**config.mk**
```make
export PLATFORM = sky130hd
export DESIGN_NAME = addf_scale
export DESIGN_NICKNAME = d
export VERILOG_FILES = /design/src/rtl/core/alternating_decimal_display_formatter_defines.svh /design/src/rtl/core/addf_pkg.sv /design/src/rtl/core/addf_scale.sv
export SDC_FILE = /design/constraint.sdc
export NUM_CORES = 2
export LEC_CHECK = 0
export BUFFER_PORTS_ARGS = -buffer_cell sky130_fd_sc_hd__buf_2
export CAP_MARGIN = 20
export CORE_UTILIZATION = 35
export DETAILED_ROUTE_END_ITERATION = 16
export MAX_ROUTING_LAYER = met4
export PLACE_DENSITY = 0.48
export RECOVER_POWER = 50
export SYNTH_ARGS = -nofsm -noshare
export SYNTH_HDL_FRONTEND = slang
export SYNTH_SLANG_ARGS = --single-unit
```
**constraint.sdc**
```tcl
create_clock -name clock -period 9.13 [get_ports clock]
set_input_delay 1.3695 -clock clock [delete_from_list [all_inputs] [get_ports clock]]
set_output_delay 1.3695 -clock clock [all_outputs]
set_load 0.05 [all_outputs]
```
**src/rtl/core/alternating_decimal_display_formatter_defines.svh**
```systemverilog
// Assertion macros shared by the alternating decimal display formatter RTL.
// Each macro expects signals named clock and reset in the using module.
`ifndef ALTERNATING_DECIMAL_DISPLAY_FORMATTER_DEFINES_SVH
`define ALTERNATING_DECIMAL_DISPLAY_FORMATTER_DEFINES_SVH

// Consequent must hold in the same cycle as the antecedent.
`define ADDF_ASSERT_NOW(label, ante, cons, msg) \
   label: assert property (@(posedge clock) disable iff (reset) (ante) |-> (cons)) \
      else $error(msg);

// Consequent must hold in the cycle after the antecedent.
`define ADDF_ASSERT_NEXT(label, ante, cons, msg) \
   label: assert property (@(posedge clock) disable iff (reset) (ante) |=> (cons)) \
      else $error(msg);

`endif

```
**src/rtl/core/addf_pkg.sv**
```systemverilog
// Shared types, constants and the divide-by-ten helper for the display formatter.
// No dependencies; used by every module of the block.
package addf_pkg;

   localparam int DISPLAY_DIGITS_DEF = 8;
   localparam int VALUE_W            = 32;
   localparam int DIGIT_W            = 4;
   localparam int POS_W              = 3;
   localparam int BYTE_W             = 8;

   // Reciprocal constants for exact floor division of any 32-bit value
   localparam logic [VALUE_W-1:0] RECIP_3  = 32'hAAAA_AAAB;
   localparam int                 SHIFT_3  = 33;
   localparam logic [VALUE_W-1:0] RECIP_10 = 32'hCCCC_CCCD;
   localparam int                 SHIFT_10 = 35;
   localparam logic [VALUE_W-1:0] ROUND_HALF = 32'd5;
   localparam logic [BYTE_W-1:0]  BYTE_RESET = 8'hFF;

   typedef enum logic [1:0] {
      ACT_LOAD_FREQ = 2'd0,
      ACT_LOAD_ACT  = 2'd1,
      ACT_TICK      = 2'd2
   } action_type;

   // Per-stage control that travels with each tick
   typedef struct packed {
      logic valid;
      logic dot;
   } tick_ctl_type;

   // Floor of v / 10 by reciprocal multiply
   function automatic logic [VALUE_W-1:0] div10(input logic [VALUE_W-1:0] v);
      logic [2*VALUE_W-1:0] prod;
      begin
         prod = (2*VALUE_W)'(v) * (2*VALUE_W)'(RECIP_10);
         return VALUE_W'(prod >> SHIFT_10);
      end
   endfunction

endpackage

```
**src/rtl/core/addf_scale.sv**
```systemverilog
// Input side: byte stores, alternation flag and the activity scaling stages.
// Depends on addf_pkg.
module addf_scale (
   input  logic                            clock,
   input  logic                            reset,
   input  logic                            req_valid,
   output logic                            req_stall,
   input  logic [1:0]                      req_action,
   input  logic [1:0]                      req_byte_index,
   input  logic [7:0]                      req_byte_value,
   output addf_pkg::tick_ctl_type          out_ctl,
   output logic [addf_pkg::VALUE_W-1:0]    out_value,
   input  logic                            out_free
);
   import addf_pkg::*;

   logic [VALUE_W-1:0]   freq_ff, freq_in;
   logic [VALUE_W-1:0]   act_ff, act_in;
   logic                 show_act_ff, show_act_in;
   tick_ctl_type         s0_ctl_ff, s0_ctl_in, s1_ctl_ff, s1_ctl_in, s2_ctl_ff, s2_ctl_in;
   logic [VALUE_W-1:0]   s0_val_ff, s0_val_in, s1_val_ff, s1_val_in, s2_val_ff, s2_val_in;
   logic [2*VALUE_W-1:0] prod3;
   logic                 free0, free1, free2;
   logic                 accept, tick;
   logic [4:0]           lane;

   // Stage handshake: a stage takes new data when empty or emptying
   always_comb begin
      free2     = !s2_ctl_ff.valid || out_free;
      free1     = !s1_ctl_ff.valid || free2;
      free0     = !s0_ctl_ff.valid || free1;
      req_stall = !free0;
      accept    = req_valid && free0;
      tick      = accept && (req_action == ACT_TICK);
      lane      = {req_byte_index, 3'b000};
   end

   // Store load bytes and toggle the value choice on each tick
   always_comb begin
      freq_in     = freq_ff;
      act_in      = act_ff;
      show_act_in = show_act_ff ^ tick;
      if (accept) begin
         case (req_action)
            ACT_LOAD_FREQ: freq_in[lane +: BYTE_W] = req_byte_value;
            ACT_LOAD_ACT:  act_in[lane +: BYTE_W]  = req_byte_value;
            default:       ;
         endcase
      end
   end

   // Capture, then for activity divide by three with the rounding bias and by ten; frequency passes
   always_comb begin
      prod3     = (2*VALUE_W)'(s0_val_ff) * (2*VALUE_W)'(RECIP_3);
      s0_ctl_in = s0_ctl_ff;
      s0_val_in = s0_val_ff;
      s1_ctl_in = s1_ctl_ff;
      s1_val_in = s1_val_ff;
      s2_ctl_in = s2_ctl_ff;
      s2_val_in = s2_val_ff;
      if (free0) begin
         s0_ctl_in.valid = tick;
         s0_ctl_in.dot   = show_act_ff;
         s0_val_in       = show_act_ff ? act_ff : freq_ff;
      end
      if (free1) begin
         s1_ctl_in = s0_ctl_ff;
         s1_val_in = s0_ctl_ff.dot ? (VALUE_W'(prod3 >> SHIFT_3) + ROUND_HALF) : s0_val_ff;
      end
      if (free2) begin
         s2_ctl_in = s1_ctl_ff;
         s2_val_in = s1_ctl_ff.dot ? div10(s1_val_ff) : s1_val_ff;
      end
   end

   // Hold control state and byte stores
   always_ff @(posedge clock) begin
      if (reset) begin
         freq_ff     <= {4{BYTE_RESET}};
         act_ff      <= {4{BYTE_RESET}};
         show_act_ff <= 1'b0;
         s0_ctl_ff   <= '0;
         s1_ctl_ff   <= '0;
         s2_ctl_ff   <= '0;
      end else begin
         freq_ff     <= freq_in;
         act_ff      <= act_in;
         show_act_ff <= show_act_in;
         s0_ctl_ff   <= s0_ctl_in;
         s1_ctl_ff   <= s1_ctl_in;
         s2_ctl_ff   <= s2_ctl_in;
      end
   end

   // Advance stage payloads
   always_ff @(posedge clock) begin
      s0_val_ff <= s0_val_in;
      s1_val_ff <= s1_val_in;
      s2_val_ff <= s2_val_in;
   end

   assign out_ctl   = s2_ctl_ff;
   assign out_value = s2_val_ff;

endmodule

```
==> flow_metrics.env <==
export IMPL_clk_pin_slew_worst_paths_ns=0.08
export IMPL_yosysWarnings=0
export IMPL_fp_dieH_um=344
export IMPL_cts_buffer_depth=2
export IMPL_io_buffers=50
export IMPL_critical_path_class="reg -> reg"
export IMPL_synth_main_ff_cell="edfxtp_1"
export IMPL_die_area_mm2=0.118
export IMPL_setup_viol_count_final=0
export IMPL_tightest_slew_ns=2.57
export IMPL_synth_nets=5558
export IMPL_min_period_over_period_pct=95.1
export IMPL_fin_crit_ns=8.68
export IMPL_drt_initial_drc_count=1693
export IMPL_synth_top_cell_area_share_pct=37.9
export IMPL_synth_top_cell_by_area="fa_1"
export IMPL_clock_sinks=167
export IMPL_synthCells=4073
export IMPL_worstPathRequired_ns=9.41
export IMPL_clock_skew_ns=0.0226
export IMPL_cts_tree="built"
export IMPL_final_antenna_net_count=0
export IMPL_cp_max_fo=10
export IMPL_grt_max_degree=72
export IMPL_worstPathArrival_ns=8.96
export IMPL_reg2reg_slack_ns=0.45
export IMPL_fin_cells=5767
export IMPL_yosysMostFrequentCell="inv_1"
export IMPL_async_flop_share_pct=0
export IMPL_syn_area_mm2=0.0408
export IMPL_layout_drive_gt1_share_pct=7.45
export IMPL_met3_length_um=4550
export IMPL_drt_met1_wl_um=59300
export IMPL_cap_violations=4
export IMPL_area_growth_pct=9.12
export IMPL_htreeDepth=4
export IMPL_synth_commonest_cells="1201 x inv_1, 772 x fa_1, 697 x ha_1"
export IMPL_synth_edf_count=96
export IMPL_grt_setup_unrepaired="false"
export IMPL_numCtsBuffers=17
export IMPL_failed_checks="max-capacitance violations, max-slew violations"
export IMPL_finalNetCount=5727
export IMPL_hp_class="reg -> reg"
export IMPL_cp_end_kind="flip-flop"
export IMPL_antenna_found_initial=0
export IMPL_fmax_ghz=0.115
export IMPL_critPathLaunchType="flip-flop"
export IMPL_route_vias_total=28100
export IMPL_drc_errors=0
export IMPL_yosys_cell_types_count=100
export IMPL_coreArea_mm2=0.115
export IMPL_avgViaCountPerCell=4.88
export IMPL_clk_latency_ns=0.54
export IMPL_wl_per_cell_um=22.9
export IMPL_avgSynthCellArea_um2=10.0
export IMPL_dpl_hpwl_um=118000
export IMPL_drv_slew=149
export IMPL_initial_core_util_pct=35.5
export IMPL_wl_met2_um=65100
export IMPL_hold_violations=0
export IMPL_gp_congestion=0.971
export IMPL_drt_first_pass_iters=5
export IMPL_ys_ff_latch=167
export IMPL_wl_um=132000
export IMPL_dp_cells=5717
export IMPL_yosys_top_cells_area="fa_1 38%, ha_1 21%, inv_1 11%"
export IMPL_grt_pass1_wl_um=197000
export IMPL_ctsRootBufferMaster="clkbuf_16"
export IMPL_die_w_um=344
export IMPL_num_antenna_cells=0
export IMPL_yosysSeqAreaShare_pct=10.5
export IMPL_grt_overflow=0
export IMPL_relSlewSlack_pct=-71.2
export IMPL_track_usage_pct=23.8
export IMPL_design_portCount=51
export IMPL_rows=124
export IMPL_grt_pass1_vias=30100
export IMPL_outcome="complete, but fails checks"
export IMPL_dr_max_layer_used="met4"
export IMPL_cts_hold_buf=0
==> worst paths after layout <==
path	start	endpoint	depth (start not counted)
setup / recovery	s0_val_ff[23]	s1_val_ff[30]	27
hold reg to reg	freq_ff[29]	freq_ff[29]	1
hold / removal	freq_ff[29]	freq_ff[29]	1
setup reg to reg	s0_val_ff[23]	s1_val_ff[30]	27
==> through the flow <==
step	area, um^2	utilization (%)	setup TNS [ns]	setup WS [ns]	hold slack [ns]
after global routing	44500	38.7	0	0.0258	0.481
after global placement	43700	38.0	-0.241	-0.241	0.438
after floorplan	40800	-	0	0.859	0.430
after detailed placement	43700	38.0	-0.179	-0.179	0.443
final	44500	38.7	0	0.450	0.459
after CTS	44400	38.6	0	0.117	0.464
==> routing by layer <==
metal	GRT usage, %	up-vias
met2	40.0	581
met3	2.57	116
met1	30.6	14300
met5	-	-
met4	5.58	0
li1	-	13200
==> cells by family (layout without fill, tap and decap cells) <==
logic type / Yosys count / in the layout / synth area share, %
and+or+nand+nor: 559 / 559 / 6.83
adders and majority gates: 1469 / 1469 / 59.2
muxes: 58 / 58 / 1.57
xor gates and xnor gates: 105 / 105 / 2.35
AOI/OAI and AO/OA: 464 / 464 / 7.88
buffers and inverters: 1251 / 1433 / 11.6
DFF: 167 / 167 / 10.5
==> worst max-delay path, stage by stage (launching register included) <==
cell	delay, ns
edfxtp_1	0.50
ha_1	0.42
inv_1	0.11
fa_1	0.65
inv_1	0.10
fa_1	0.49
inv_1	0.05
fa_1	0.53
inv_1	0.07
fa_1	0.55
fa_1	0.43
fa_1	0.49
inv_1	0.05
fa_1	0.39
inv_1	0.07
ha_1	0.35
a21oi_1	0.26
o21ai_2	0.13
a21oi_1	0.16
nand3_1	0.17
a221o_1	0.50
o2111a_1	0.28
a211o_1	0.32
nor3_4	0.30
and4_1	0.28
nand4b_1	0.13
xnor3_1	0.35
mux2_2	0.26
==> final cells by class <==
cell class              instances  area, um^2
inverters                    1201        4510
flip-flops and latches        167        4310
multi-input cells            2655       31900
clock buffers                  17         425
well taps                    1512        1890
clock inverters                15         175
repair buffers                200        1340
fillers                     11700       70400
==> flip-flops by register name, indices dropped and copies added, names as in the netlist <==
| signal | flops |
|---|---|
| out_ctl | 2 |
| show_act_ff | 1 |
| s1_val_ff | 32 |
| s0_val_ff | 32 |
| freq_ff | 32 |
| s1_ctl_ff | 2 |
| out_value | 32 |
| act_ff | 32 |
| s0_ctl_ff | 2 |
==> what timing repair did <==
item                       CTS  global route
gates resized for setup      3            15
pin swaps                    0             3
setup buffers                2            16
setup endpoints to repair    1            10
==> cell usage in the layout, fill, tap and decap left out, types with 18 or more instances in the layout <==
master    netlist  final
a21oi_1       128    128
buf_2           6     37
a21o_1         59     59
and3_1         22     22
a211o_1        67     67
nand2_1       151    151
clkbuf_1       39     18
xnor2_1        54     54
inv_1        1201   1201
dfxtp_1        71     69
nand3_1        27     26
and2_1         24     24
nand4_1        29     29
buf_4           1    145
fa_1          772    772
edfxtp_1       96     96
mux2_2         48     37
ha_1          697    697
nor3_1         31     30
o21ai_0        65     64
nor2_1        171    170
xor2_1         48     45
Power is not shown: default switching activity piles up to over one toggle a cycle in this logic, so the estimate is an artifact.
