--- src/rtl/core/alternating_decimal_display_formatter_defines.svh ---
// Assertion macros shared by the alternating decimal display formatter RTL.
// Each macro expects signals named clock and reset in the using module.
`ifndef ALTERNATING_DECIMAL_DISPLAY_FORMATTER_DEFINES_SVH
`define ALTERNATING_DECIMAL_DISPLAY_FORMATTER_DEFINES_SVH

// Consequent must hold in the same cycle as the antecedent.
`define ADDF_ASSERT_NOW(label, ante, cons, msg) \
   label: assert property (@(posedge clock) disable iff (reset) (ante) |-> (cons)) \
      else $error(msg);

// Consequent must hold in the cycle after the antecedent.
`define ADDF_ASSERT_NEXT(label, ante, cons, msg) \
   label: assert property (@(posedge clock) disable iff (reset) (ante) |=> (cons)) \
      else $error(msg);

`endif

--- src/rtl/core/addf_pkg.sv ---
// Shared types, constants and the divide-by-ten helper for the display formatter.
// No dependencies; used by every module of the block.
package addf_pkg;

   localparam int DISPLAY_DIGITS_DEF = 8;
   localparam int VALUE_W            = 32;
   localparam int DIGIT_W            = 4;
   localparam int POS_W              = 3;
   localparam int BYTE_W             = 8;

   // Reciprocal constants for exact floor division of any 32-bit value
   localparam logic [VALUE_W-1:0] RECIP_3  = 32'hAAAA_AAAB;
   localparam int                 SHIFT_3  = 33;
   localparam logic [VALUE_W-1:0] RECIP_10 = 32'hCCCC_CCCD;
   localparam int                 SHIFT_10 = 35;
   localparam logic [VALUE_W-1:0] ROUND_HALF = 32'd5;
   localparam logic [BYTE_W-1:0]  BYTE_RESET = 8'hFF;

   typedef enum logic [1:0] {
      ACT_LOAD_FREQ = 2'd0,
      ACT_LOAD_ACT  = 2'd1,
      ACT_TICK      = 2'd2
   } action_type;

   // Per-stage control that travels with each tick
   typedef struct packed {
      logic valid;
      logic dot;
   } tick_ctl_type;

   // Floor of v / 10 by reciprocal multiply
   function automatic logic [VALUE_W-1:0] div10(input logic [VALUE_W-1:0] v);
      logic [2*VALUE_W-1:0] prod;
      begin
         prod = (2*VALUE_W)'(v) * (2*VALUE_W)'(RECIP_10);
         return VALUE_W'(prod >> SHIFT_10);
      end
   endfunction

endpackage

--- src/rtl/core/addf_ser.sv ---
// Output serializer: emits one digit item per cycle from a finished digit set while rsp_stall is low.
// Depends on addf_pkg and the shared assertion macro header.
`include "alternating_decimal_display_formatter_defines.svh"

module addf_ser #(
   parameter int DIGITS = addf_pkg::DISPLAY_DIGITS_DEF
) (
   input  logic                                  clock,
   input  logic                                  reset,
   input  addf_pkg::tick_ctl_type                in_ctl,
   input  logic [addf_pkg::DIGIT_W*DIGITS-1:0]   in_digits,
   output logic                                  in_free,
   output logic                                  rsp_valid,
   input  logic                                  rsp_stall,
   output logic [3:0]                            rsp_digit_value,
   output logic [2:0]                            rsp_digit_position,
   output logic                                  rsp_decimal_point,
   output logic                                  rsp_last_digit
);
   import addf_pkg::*;

   localparam int DIG_VEC_W = DIGIT_W * DIGITS;
   localparam int CNT_W     = (DIGITS > 1) ? $clog2(DIGITS) : 1;
   localparam logic [CNT_W-1:0] CNT_LAST = CNT_W'(DIGITS - 1);

   logic                  busy_ff, busy_in;
   logic                  dot_ff, dot_in;
   logic [CNT_W-1:0]      cnt_ff, cnt_in;
   logic [DIG_VEC_W-1:0]  dig_ff, dig_in;
   logic [CNT_W+POS_W-1:0] cnt_ext;
   logic                  last, take, done;

   always_comb begin
      last    = (cnt_ff == CNT_LAST);
      take    = busy_ff && !rsp_stall;
      done    = take && last;
      in_free = !busy_ff || done;
   end

   // Load a new digit set, step through digits, drop when the run ends
   always_comb begin
      busy_in = busy_ff;
      dot_in  = dot_ff;
      cnt_in  = cnt_ff;
      dig_in  = dig_ff;
      if (in_free && in_ctl.valid) begin
         busy_in = 1'b1;
         dot_in  = in_ctl.dot;
         cnt_in  = '0;
         dig_in  = in_digits;
      end else if (done) begin
         busy_in = 1'b0;
      end else if (take) begin
         cnt_in = cnt_ff + CNT_W'(1);
         dig_in = dig_ff >> DIGIT_W;
      end
   end

   // Hold run state
   always_ff @(posedge clock) begin
      if (reset) begin
         busy_ff <= 1'b0;
         cnt_ff  <= '0;
      end else begin
         busy_ff <= busy_in;
         cnt_ff  <= cnt_in;
      end
   end

   // Hold digit payload
   always_ff @(posedge clock) begin
      dot_ff <= dot_in;
      dig_ff <= dig_in;
   end

   assign cnt_ext            = {{POS_W{1'b0}}, cnt_ff};
   assign rsp_valid          = busy_ff;
   assign rsp_digit_value    = dig_ff[DIGIT_W-1:0];
   assign rsp_digit_position = cnt_ext[POS_W-1:0];
   assign rsp_last_digit     = last;
   assign rsp_decimal_point  = dot_ff && last;

   `ADDF_ASSERT_NOW(a_digit_decimal, rsp_valid, rsp_digit_value <= 4'd9, "digit above nine")
   `ADDF_ASSERT_NEXT(a_pos_advance, take && !last, busy_ff && (cnt_ff == $past(cnt_ff) + CNT_W'(1)), "position did not advance")
   `ADDF_ASSERT_NEXT(a_run_end, done && !in_ctl.valid, !busy_ff, "run did not end after last digit")
   `ADDF_ASSERT_NEXT(a_run_start, in_free && in_ctl.valid, busy_ff && (cnt_ff == '0), "new run did not start at position zero")

endmodule
--- config.mk ---
export PLATFORM = sky130hd
export DESIGN_NAME = addf_ser
export DESIGN_NICKNAME = d
export VERILOG_FILES = /design/src/rtl/core/addf_pkg.sv /design/src/rtl/core/addf_ser.sv
export VERILOG_INCLUDE_DIRS = /design/src /design/src/rtl/core
export SDC_FILE = /design/constraint.sdc
export NUM_CORES = 1
export LEC_CHECK = 0
export ABC_AREA = 1
export BUFFER_PORTS_ARGS = -buffer_cell sky130_fd_sc_hd__buf_4
export CAP_MARGIN = 20
export CORE_AREA = 2 2 61 77
export DETAILED_ROUTE_END_ITERATION = 16
export DIE_AREA = 0 0 63 79
export PLACE_DENSITY = 0.69
export SLEW_MARGIN = 20
export SYNTH_ARGS = -nofsm -noshare
export SYNTH_HDL_FRONTEND = slang
export SYNTH_SLANG_ARGS = --single-unit
--- constraint.sdc ---
create_clock -name clock -period 4.1 [get_ports clock]
set_clock_uncertainty 0.15 [all_clocks]
set_input_delay 0.82 -clock clock [delete_from_list [all_inputs] [get_ports clock]]
set_output_delay 0.82 -clock clock [all_outputs]
set_load 0.02 [all_outputs]
==> results of run 1 <==
==> worst register-to-register path, cell delays in order (launching register included) <==
cell	delay, ns
dfxtp_1	0.38
ha_1	0.16
ha_1	0.18
inv_1	0.10
nand2_1	0.10
nand3_2	0.52
inv_2	0.63
==> flip-flops by register name, indices dropped and copies added (netlist names) <==
| signal | count |
|---|---|
| rsp_digit_position | 3 |
| dig_ff | 32 |
| dot_ff | 1 |
| rsp_valid | 1 |
==> layer usage <==
layer	track usage (%)	routed length [um]	up-vias
li1	-	-	618
met1	16.3	1150	525
met2	18.1	1320	47
met3	5.10	215	5
met4	6.00	59	0
met5	0	0	-
==> per-stage QoR <==
| step | total power, mW | util [%] | std cells | cell area (um^2) |
|---|---|---|---|---|
| global route | 0.870 | 48.4 | 271 | 2070 |
| CTS | 0.835 | 48.4 | 271 | 2070 |
| detailed placement | 0.595 | 46.4 | 263 | 1990 |
| floorplan | 0.553 | - | 167 | 1630 |
| global placement | 0.593 | 46.4 | 263 | 1990 |
| finish | 0.823 | 48.4 | 271 | 2070 |
==> cells in the mapped netlist <==
| library cell | n | area [um^2] |
|---|---|---|
| nand3_2 | 1 | 10.0 |
| buf_2 | 4 | 20.0 |
| inv_2 | 1 | 3.75 |
| a21oi_1 | 3 | 15.0 |
| edfxtp_1 | 33 | 991 |
| nand4_1 | 3 | 18.8 |
| nand2_1 | 93 | 349 |
| o21ai_0 | 1 | 5.00 |
| ha_1 | 2 | 25.0 |
| buf_4 | 4 | 30.0 |
| dfxtp_1 | 4 | 80.1 |
| nor2_1 | 4 | 15.0 |
| nand3_1 | 1 | 5.00 |
| buf_6 | 2 | 22.5 |
| inv_1 | 11 | 41.3 |
==> report_power, final <==
part           switching (mW)  internal, mW
Sequential             0.0103         0.461
Clock                   0.120         0.118
Combinational          0.0634        0.0502
Total                   0.194         0.629
==> logic make-up after synthesis <==
| logic type | Yosys count | synth area share (%) |
|---|---|---|
| AOI/OAI and AO/OA | 4 | 1.23 |
| adders and majority gates | 2 | 1.53 |
| buffers and inverters | 22 | 7.21 |
| DFF | 37 | 65.6 |
| and+or+nand+nor | 102 | 24.4 |
==> worst paths after layout <==
kind | endpoint | slack (ns)
hold / removal | rsp_digit_position[1]$_SDFFE_PP0P_ | 0.34
setup reg to reg | dot_ff$_DFFE_PP_ | 1.52
setup / recovery | dot_ff$_DFFE_PP_ | 1.52
hold reg to reg | rsp_digit_position[1]$_SDFFE_PP0P_ | 0.34
==> cell type report <==
type	count	area (um^2)	share of cell area [%]
inverter	12	45.0	2.17
clock inverter	2	10.0	0.483
clock buffer	6	72.6	3.50
sequential	37	1070	51.6
tap	58	72.6	3.50
timing repair buffer	48	360	17.4
multi-input combinational	108	443	21.4
==> results.txt, run 1 <==
fmax: 388 MHz
Skew-Pair Late Insertion Delay: 0.29 ns
Yosys warning total: 0
WP buf/inv: 2
outcome: complete, no violations
Initial Util: 38.0%
Total GRT Usage: 12.5%
CTS tree: built
Die Y: 79 um
hold_buf cts: 0
Worst setup startpoint: rsp_digit_position[0]$_SDFFE_PP0P_
Slew headroom: 55.3%
Slowest-stage cell, CP: inv_2
Pre-Repair DR Iteration Count: 4
post-route setup slack: 1.52 ns
final hold slack: 0.339 ns
Fill cells: 409
# Post-CTS Setup Buffers: 0
synthesized instance count: 167
startpoint types: flop
CP max FO: 35
Reg clk slew, reported paths: 0.07 ns
CP Data Required Time: 3.88 ns
critical path's most frequent cell: ha_1
Cell Chain, Critical Path: ha_1 > ha_1 > inv_1 > nand2_1 > nand3_2 > inv_2
Mean Syn Cell Area: 9.77 um^2
final period utilization: 62.8%
Antenna Cells: 0
nets: 251
Worst Tran Pin Value: 0.669 ns
most frequent cells in the layout: 93 x nand2_1, 48 x buf_4, 33 x edfxtp_1
CP Depth: 6
global-route wire length before repair: 4.66 mm
Iter 0 DRT Violations: 80
commonest non-fill, non-tap cell in the layout: nand2_1
htree depth: 2
standard-cell rows: 27
hold path startpoint: rsp_digit_position[1]$_SDFFE_PP0P_
layout cells sized above 1: 26.8%
final hold vios: 0
CP delay by family, top: buffers and inverters
global route total overflow: 0
largest net degree at the start of global routing: 36
initial antenna violation count: 0
Max Transition Viols Final: 0
core area: 0.00429 mm^2
Tmin final: 2.58 ns
cts repair resizes: 0
Final ANT Viol Nets: 0
DR vias: 1,195
Cell variety after synth: 15
RSZ-0062 raised after global routing: no
DR WL/cell: 10.2 um
LEAKAGE: 0.998 nW
die area: 0.00498 mm^2
Power Density: 397 mW/mm^2
drt via density: 4.41
I/O pin count: 48
number of synthesized register bits: 37
area delta synth->final: 27.1%
port bufs: 47
register area share after synthesis: 65.6%
Max Cap Viol: 0
max incr delay on CP: 0.62 ns
synthesized cell area: 0.00163 mm^2
Detail Placement HPWL: 1.80 mm
maximum root-to-sink buffer count: 2
FF-to-FF path depth: 6
drt drc: 0
endpoints failing setup: 0
Sink Count: 37
Crit Path Category: flop to flop
clock root buffer: clkbuf_8
Worst setup EP type: flop
total CTS buffers: 5
GP Congestion: 0.707
TNS Setup: 0 ns
pre-CTS WS: 1.35 ns
CP Data Arrival Time: 2.35 ns
total wire length: 2.75 mm
Worst Hold Class: flop to flop
cell count of the worst hold path: 2
VDD IR max: 283 uV
Die W: 63 um
post-synth net total: 206
vias in the first global route: 1,024
r2r startpoint: rsp_digit_position[0]$_SDFFE_PP0P_
No activity file was read; power rests on OpenSTA's default activity.
==> run 2: changes to the inputs <==
- ABC_AREA: 1 -> 0
- clock period: 4.1 -> 2.4 ns (I/O delays scaled with it)
==> results.txt, run 2 <==
outcome: complete, no violations
register share of total power: 57.4% (about the same)
area delta synth->final: 29.0%
Worst Hold Class: primary input to flop
Slowest-stage cell, CP: or2_4
Max Cap Viol: 0 (unchanged)
Pre-Repair DR Iteration Count: 4 (unchanged)
initial antenna violation count: 0 (unchanged)
LEAKAGE: 0.868 nW (-13%)
clock root buffer: clkbuf_8
Yosys warning total: 0 (unchanged)
hold path startpoint: in_ctl[0]
die area: 0.00498 mm^2 (unchanged)
Reg2Reg Setup Slack: 0.29 ns (-1.24 ns)
drt via density: 4.54 (+2.8%)
FF-to-FF path depth: 4 (-2)
VDD IR max: 427 uV (+51%)
Post-synth EDFFs: 33 (unchanged)
synthesized instance count: 93 (-44%)
most common cell in the netlist: edfxtp_1
Detail Placement HPWL: 1.91 mm (+6.0%)
DR WL/cell: 13.4 um (+32%)
CTS tree: built
Worst setup startpoint: rsp_digit_position[0]$_SDFFE_PP0P_
top_reg_cell synth: edfxtp_1
Sw Share: 20.8% (-2.8 points)
CP Data Required Time: 2.18 ns (-1.70 ns)
utilization after layout: 49.1% (+0.76 points)
I/O pin count: 48 (unchanged)
Crit Path Category: flop to flop
Mean Syn Cell Area: 17.6 um^2 (+80%)
standard-cell rows: 27 (unchanged)
Met1 Wirelength: 1.06 mm (-8.2%)
Total GRT Usage: 11.9% (-0.64 points)
Tmin final: 2.11 ns (-0.462 ns)
Cell variety after synth: 20 (+5)
Fill cells: 398 (-2.7%)
Final ANT Viol Nets: 0 (unchanged)
Skew-Pair Late Insertion Delay: 0.28 ns (about the same)
Initial Util: 38.1% (about the same)
max FFs per register: 32 (unchanged)
reg2reg end: dig_ff[5]$_DFFE_PP_
total wire length: 2.67 mm (-2.8%)
htree depth: 2 (unchanged)
combinational power share: 14.4% (+0.6 points)
Post-DP Area: 0.00203 mm^2 (+1.9%)
global route total overflow: 0 (unchanged)
GP Congestion: 0.692 (-2.0%)
synthesized cell area: 0.00163 mm^2 (about the same)
final hold vios: 0 (unchanged)
Top reg by flops: dig_ff
clock power share: 28.3% (-0.6 points)
Worst Tran Pin Value: 0.429 ns (-0.240 ns)
largest area contributor in the netlist: edfxtp_1
cts repair resizes: 0 (unchanged)
Power Density: 656 mW/mm^2 (+65%)
Sink Count: 37 (unchanged)
nets: 181 (-28%)
max incr delay on CP: 0.47 ns (-0.15 ns)
Tot Pwr: 1.38 mW (+68%)
core area: 0.00429 mm^2 (unchanged)
Slew headroom: 71.4% (+16 points)
Die W: 63 um (unchanged)
ys async rst share: 0% (unchanged)
layout cells sized above 1: 59.2% (+32 points)
global-route wire length before repair: 4.46 mm (-4.4%)
Cell Chain, Critical Path: ha_1 > ha_1 > nor3b_2 > or2_4
post-synth net total: 132 (-36%)
Die Y: 79 um (unchanged)
DR vias: 907 (-24%)
hold_buf cts: 0 (unchanged)
endpoints failing setup: 0 (unchanged)
r2r startpoint: rsp_digit_position[0]$_SDFFE_PP0P_
commonest non-fill, non-tap cell in the layout: buf_4
CP Data Arrival Time: 1.90 ns (-0.45 ns)
register area share after synthesis: 65.6% (about the same)
RSZ-0062 raised after global routing: no
P_sw: 0.288 mW (+48%)
port bufs: 47 (unchanged)
post-synth top area share: 60.7% (about the same)
drt drc: 0 (unchanged)
most frequent cells in the layout: 48 x buf_4, 33 x edfxtp_1, 18 x mux2_2
met3 wire len: 262 um (+22%)
final period utilization: 88.1% (+25 points)
Max Transition Viols Final: 0 (unchanged)
Max Used Layer: met4
number of synthesized register bits: 37 (unchanged)
# Post-CTS Setup Buffers: 0 (unchanged)
largest net degree at the start of global routing: 33 (-8.3%)
final instance area: 0.00211 mm^2 (+1.6%)
top cells by area, synth: edfxtp_1 61%, mux2_2 12%, mux2_4 9.2%
P_int: 1.09 mW (+74%)
vias in the first global route: 1,037 (+1.3%)
Reg clk slew, reported paths: 0.07 ns (about the same)
Antenna Cells: 0 (unchanged)
Worst Setup EP: dig_ff[5]$_DFFE_PP_
fmax: 473 MHz (+22%)
commonest cells in the synthesized netlist: 33 x edfxtp_1, 18 x mux2_2, 10 x mux2_4
TNS Setup: 0 ns (unchanged)
critical path's most frequent cell: ha_1
met2 WL: 1.32 mm (-0.53%)
total CTS buffers: 5 (unchanged)
Worst setup EP type: flop
CP max FO: 32 (-8.6%)
startpoint types: flop
Iter 0 DRT Violations: 22 (-73%)
maximum root-to-sink buffer count: 2 (unchanged)
[run 2: cell types whose count changed in the layout (fill, tap and decap cells not counted), moves of 5 or more]
cell	before	now
inv_1	11	0
and2_1	0	5
nand2_1	93	1
mux2_2	0	18
mux2_4	0	10
[run 2: kinds of logic after synthesis]
group,after synthesis,synth area share [%]
multiplexers,30,22.8
XOR/XNOR,1,0.536
AO/OA/AOI/OAI,2,0.919
buffers and inverters,8,3.75
flip-flops,37,65.6
AND/OR/NAND/NOR,13,4.83
adder cells (fa/ha/maj),2,1.53
[run 2: through the flow]
step | worst slack, ns | hold WS [ns] | instances
after floorplan | 0.0251 | 0.373 | 93
after global placement | 0.371 | 0.377 | 193
after detailed placement | 0.266 | 0.387 | 193
after CTS | 0.254 | 0.209 | 200
after global routing | 0.146 | 0.206 | 200
final | 0.285 | 0.222 | 200
[run 2: area by class of cell]
cell class	instances	area (um^2)	share of cell area, %
flip-flops and latches	37	1070	50.8
multi-input cells	48	503	23.9
repair buffers	49	380	18.1
clock buffers	6	72.6	3.44
well taps	58	72.6	3.44
clock inverters	1	3.75	0.178
inverters	1	3.75	0.178
[run 2: per-layer routing]
layer | track usage (%) | vias up
met5 | 0 | -
met4 | 4.67 | 0
met3 | 6.23 | 3
met2 | 20.2 | 45
met1 | 12.3 | 418
li1 | - | 441
[run 2: worst min path at each step]
stage | end | cells after the start
6_report | dot_ff$_DFFE_PP_ | 1
5_1_grt | dot_ff$_DFFE_PP_ | 1
4_1_cts | dot_ff$_DFFE_PP_ | 1
3_5_place_dp | dig_ff[17]$_DFFE_PP_ | 1
3_3_place_gp | dig_ff[8]$_DFFE_PP_ | 1
2_1_floorplan | dig_ff[0]$_DFFE_PP_ | 1
[run 2: power groups by stage]
| stage | Clock, mW | Combinational (mW) | Sequential, mW |
|---|---|---|---|
| 3_5_place_dp | 0 | 0.202 | 0.808 |
| 4_1_cts | 0.407 | 0.203 | 0.794 |
| 6_report | 0.391 | 0.198 | 0.793 |
| 2_1_floorplan | 0 | 0.129 | 0.803 |
| 5_1_grt | 0.426 | 0.216 | 0.800 |
| 3_3_place_gp | 0 | 0.196 | 0.804 |
[run 2: critical path: cells and delay by family, from the launching register on]
| kind | cells | cell delay [ns] |
|---|---|---|
| flops | 1 | 0.34 |
| fa+ha+maj | 2 | 0.43 |
| simple gates | 2 | 0.83 |
